### src/hdl/s2d_div.sv
// Pipelined restoring divider, STEP quotient bits per stage, with sideband payload
`timescale 1ns / 1ps

module s2d_div #(
    parameter int NW   = 31,
    parameter int DW   = 16,
    parameter int SW   = 32,
    parameter int STEP = 4
) (
    input  logic          clk,
    input  logic          rst_n,
    input  logic          en,
    input  logic          in_valid,
    input  logic [NW-1:0] num,
    input  logic [DW-1:0] den,
    input  logic [SW-1:0] side_in,
    output logic          out_valid,
    output logic [NW-1:0] quo,
    output logic [DW-1:0] rem,
    output logic [SW-1:0] side_out
);

    localparam int NS = (NW + STEP - 1) / STEP;
    localparam int PW = NS * STEP;

    logic [PW-1:0] q_reg [NS];
    logic [DW-1:0] r_reg [NS];
    logic [SW-1:0] s_reg [NS];
    logic          v_reg [NS];

    genvar s;
    generate
        for (s = 0; s < NS; s++)
        begin : g_stage
            logic [PW-1:0] q_cur;
            logic [DW-1:0] r_cur;
            logic [SW-1:0] s_cur;
            logic          v_cur;
            logic [PW-1:0] q_next;
            logic [DW-1:0] r_next;

            if (s == 0)
            begin : g_first
                assign q_cur = PW'(num);
                assign r_cur = '0;
                assign s_cur = side_in;
                assign v_cur = in_valid;
            end
            else
            begin : g_rest
                assign q_cur = q_reg[s-1];
                assign r_cur = r_reg[s-1];
                assign s_cur = s_reg[s-1];
                assign v_cur = v_reg[s-1];
            end

            always_comb
            begin
                logic [DW:0] r_ext;
                q_next = q_cur;
                r_next = r_cur;
                for (int i = 0; i < STEP; i++)
                begin
                    r_ext  = {r_next, q_next[PW-1]};
                    q_next = {q_next[PW-2:0], 1'b0};
                    if (r_ext >= {1'b0, den})
                    begin
                        r_ext     = r_ext - {1'b0, den};
                        q_next[0] = 1'b1;
                    end
                    r_next = r_ext[DW-1:0];
                end
            end

            always_ff @(posedge clk or negedge rst_n)
            begin
                if (!rst_n)
                begin
                    v_reg[s] <= 1'b0;
                end
                else if (en)
                begin
                    v_reg[s] <= v_cur;
                end
            end

            always_ff @(posedge clk)
            begin
                if (en)
                begin
                    q_reg[s] <= q_next;
                    r_reg[s] <= r_next;
                    s_reg[s] <= s_cur;
                end
            end
        end
    endgenerate

    assign out_valid = v_reg[NS-1];
    assign quo       = q_reg[NS-1][NW-1:0];
    assign rem       = r_reg[NS-1];
    assign side_out  = s_reg[NS-1];

endmodule

### config.mk
export PLATFORM = sky130hd
export DESIGN_NAME = s2d_div
export DESIGN_NICKNAME = d
export VERILOG_FILES = /design/src/hdl/s2d_div.sv
export SDC_FILE = /design/constraint.sdc
export NUM_CORES = 2
export LEC_CHECK = 0
export BUFFER_PORTS_ARGS = -buffer_cell sky130_fd_sc_hd__clkbuf_2
export CORE_ASPECT_RATIO = 1.5
export CORE_MARGIN = 5
export CORE_UTILIZATION = 65
export DETAILED_ROUTE_END_ITERATION = 8
export PLACE_DENSITY_LB_ADDON = 0.1
export REMOVE_ABC_BUFFERS = 1
export SLEW_MARGIN = 40
export SYNTH_ARGS = -nofsm -noshare
export SYNTH_HDL_FRONTEND = slang
export SYNTH_SLANG_ARGS = --single-unit
### constraint.sdc
create_clock -name clk -period 22.4 [get_ports clk]
set_clock_uncertainty 0.15 [all_clocks]
set_input_delay 2.24 -clock clk [delete_from_list [all_inputs] [get_ports clk]]
set_output_delay 2.24 -clock clk [all_outputs]
set_load 0.01 [all_outputs]
==> summary.md <==
| Metric | Value |
|---|---|
| Status | completed |
| Post-Synth Simple-Gate Area | 0.112 |
| Routed vias | 35.4k |
| RSZ-0062 raised after global routing | false |
| Worst Path Required | 22.66 ns |
| Hold crit path type | reg2reg |
| Antenna-violating nets left | 0 |
| Sum of negative setup slack | 0 ns |
| Initial Utilization | 0.656 |
| Fmax | 66.1 MHz |
| Vias in the first global route | 35.4k |
| Critical Path Source Type | input pin |
| First-pass GRT wire length | 186 mm |
| Crit-path max cell delay | 0.72 ns |
| Routability cong. | 0.959 |
| Hpwl dp | 86.9 mm |
| Post-synth ARST share | 0.0125 |
| Reg2Reg Setup Slack | 9.87 ns |
| Die Span Y | 339 µm |
| Compound-gate portion of the synthesized area | 0.162 |
| Syn avg cell area | approximately 11 µm² |
| Dominant cells by area after synthesis | edfxtp_1 (41%), ha_1 (13%), mux2_2 (6.1%) |
| Post_cts resized | 0 |
| Max-slew violations | 0 |
| Arrival time worst endpoint | 15.38 ns |
| Hold buffer count at CTS | 0 |
| Initial antenna violation count | 0 |
| Clk_lat worst skew | 0.67 ns |
| Seq/Total Area, Yosys | 0.409 |
| Die ar. | 0.0777 mm² |
| Rel. slew slack | 0.434 |
| Tightest Pin Transition | 0.848 ns |
| # DRC | 0 |
| Clock sinks | 640 |
| Synth cell count leaders | edfxtp_1 (632), ha_1 (497), a21oi_1 (350), nor2_1 (302), nand2_1 (265) |
| Filler cell count | 5289 |
| Worst setup path class | in2reg |
| Area added between synthesis and finish | 8.92% |
| Area share of fa/ha/maj cells after synthesis | 0.146 |
| Drt via density | 6.35 |
| Nets | 5224 |
| Final Hold Fails | 0 |
| Critical Path End Type | flop |
| Largest family of logic cells by synthesized area | compound AO/OA/AOI/OAI gates |
| Crit path max-delay family | compound AO/OA/AOI/OAI gates |
| EDFF count, synth | 632 |
| CP Buf/Inv Count | 9 |
| Cell taking the most area after synthesis | edfxtp_1 |
| CP max FO | 25 |
| CTS buffer count | 59 |
| IO Port Bufs | approximately 160 |
| Post-CTS Setup Repair Bufs | 0 |
| Cells after Synth | 4386 |
| Share of cells above drive strength 1 | 0.140 |
| Total wire length | 119 mm |
| Crit-path slowest cell | clkinv_2 |
| Tot GR Track Use | 0.298 |
| Unique masters post-synth | ~100 |
| Top-count cell post-synth | edfxtp_1 |
| CTS tree | done |
| Grt ovf | 0 |
| Tcrit/Tclk final | 0.675 |
| FF+latch count, synth | 640 |
| Max-cap viol count | 0 |
| Die Span X | between 200 and 250 µm |
| Most used DFF post-synth | edfxtp_1 |
| Clock Tree Buf Depth | 3 |
| Max reg flops | 256 |
| Pin count of the biggest net entering global routing | about 150 |
| Yosys Warn Count | 0 |
| Post-synthesis mux area share | 0.0797 |
| Num ports | 163 |
| 1st-pass router iterations | 5 |
| Core footprint | about 0.071 mm² |
| Rows | 120 |
| # setup viols final | 0 |
| Post-layout min period | 15.12 ns |
| Drt initial violations | 2420 |
| Synth top area share | 0.405 |
| Routed wire per std cell | 21.4 µm |
| Post-Synth XOR/XNOR Area | 0.0669 |
| Synthesized area | 0.0469 mm² |
| CTS root buffer | clkbuf_16 |
| Number of H-tree levels | 2 |
| Clock-pin slew on the worst setup and hold paths | 0.07 ns |
-- layout by cell type, fill, tap and decap left out, types with 20 or more instances in the layout --
| master | n |
|---|---|
| a211oi_1 | 42 |
| a21boi_0 | 24 |
| a21o_1 | 145 |
| a21oi_1 | 348 |
| a31oi_1 | 23 |
| and2_1 | 20 |
| and3_1 | 26 |
| buf_4 | 48 |
| clkbuf_16 | 59 |
| clkbuf_2 | 161 |
| edfxtp_1 | 632 |
| fa_1 | 31 |
| ha_1 | 497 |
| inv_1 | 202 |
| inv_2 | 21 |
| mux2_2 | 255 |
| mux2i_1 | 40 |
| nand2_1 | 265 |
| nand2b_1 | 42 |
| nand3_1 | 61 |
| nand4_1 | 76 |
| nor2_1 | 302 |
| nor2b_1 | 67 |
| nor3_1 | 86 |
| nor4_1 | 27 |
| o211ai_1 | 29 |
| o21a_1 | 95 |
| o21ai_0 | 244 |
| o21bai_1 | 48 |
| o31a_1 | 23 |
| o31ai_1 | 30 |
| or3_1 | 27 |
| xnor2_1 | 244 |
| xor2_1 | 114 |
-- per-layer routing --
layer | vias up | share of wire | GRT usage
li1 | 17000 | - | -
met1 | 16800 | 0.37 | 0.338
met2 | 1097 | 0.51 | 0.540
met3 | 438 | 0.050 | 0.0374
met4 | 0 | 0.068 | 0.172
met5 | - | 0 | 0
-- area by class of cell --
cell class,count,area (µm²),share of cell area
clock inverters,40,452,0.00885
clock buffers,65,1500,0.0294
well taps,915,1140,0.0224
flip-flops and latches,640,19200,0.376
inverters,225,846,0.0166
diodes,1,2.50,0.0000490
repair buffers,216,1280,0.0251
multi-input cells,3471,26600,0.522
-- kinds of logic (layout without fill, tap and decap cells) --
kind of cell    Yosys count  in the layout
compound gates         1174           1174
xor+xnor                358            358
fa+ha+maj               528            528
buf+inv                 281            546
flops                   640            640
mux                     330            330
other cells               1              8
simple gates           1074           1074
-- through the flow --
stage,hold slack [ns],setup slack (ns),util,cells,cell area [µm²]
floorplan,0.250,7.43,-,4336,46600
global placement,0.250,6.92,0.685,5463,49000
detailed placement,0.255,6.78,0.687,5467,49100
CTS,0.259,7.44,0.714,5572,51000
global route,0.270,6.19,0.714,5572,51000
finish,0.260,7.28,0.714,5573,51000
-- path summary, 6_finish.rpt --
path                                    startpoint                            to  cells past startpoint
hold / removal             q_reg[0][107]$_DFFE_PP_        q_reg[1][15]$_DFFE_PP_                      0
setup / recovery                            den[1]        r_reg[1][41]$_DFFE_PP_                     47
max in group asynchronous                    rst_n  g_stage[4].v_cur$_DFFE_PN0P_                      1
setup reg to reg            r_reg[1][16]$_DFFE_PP_        r_reg[1][41]$_DFFE_PP_                     44
hold reg to reg            q_reg[0][107]$_DFFE_PP_        q_reg[1][15]$_DFFE_PP_                      0
min in group asynchronous                    rst_n  g_stage[1].v_cur$_DFFE_PN0P_                      1
Power is left out: the tool's default activity adds up to more than one toggle a clock period on the data nets, which glitch-free logic cannot reach.
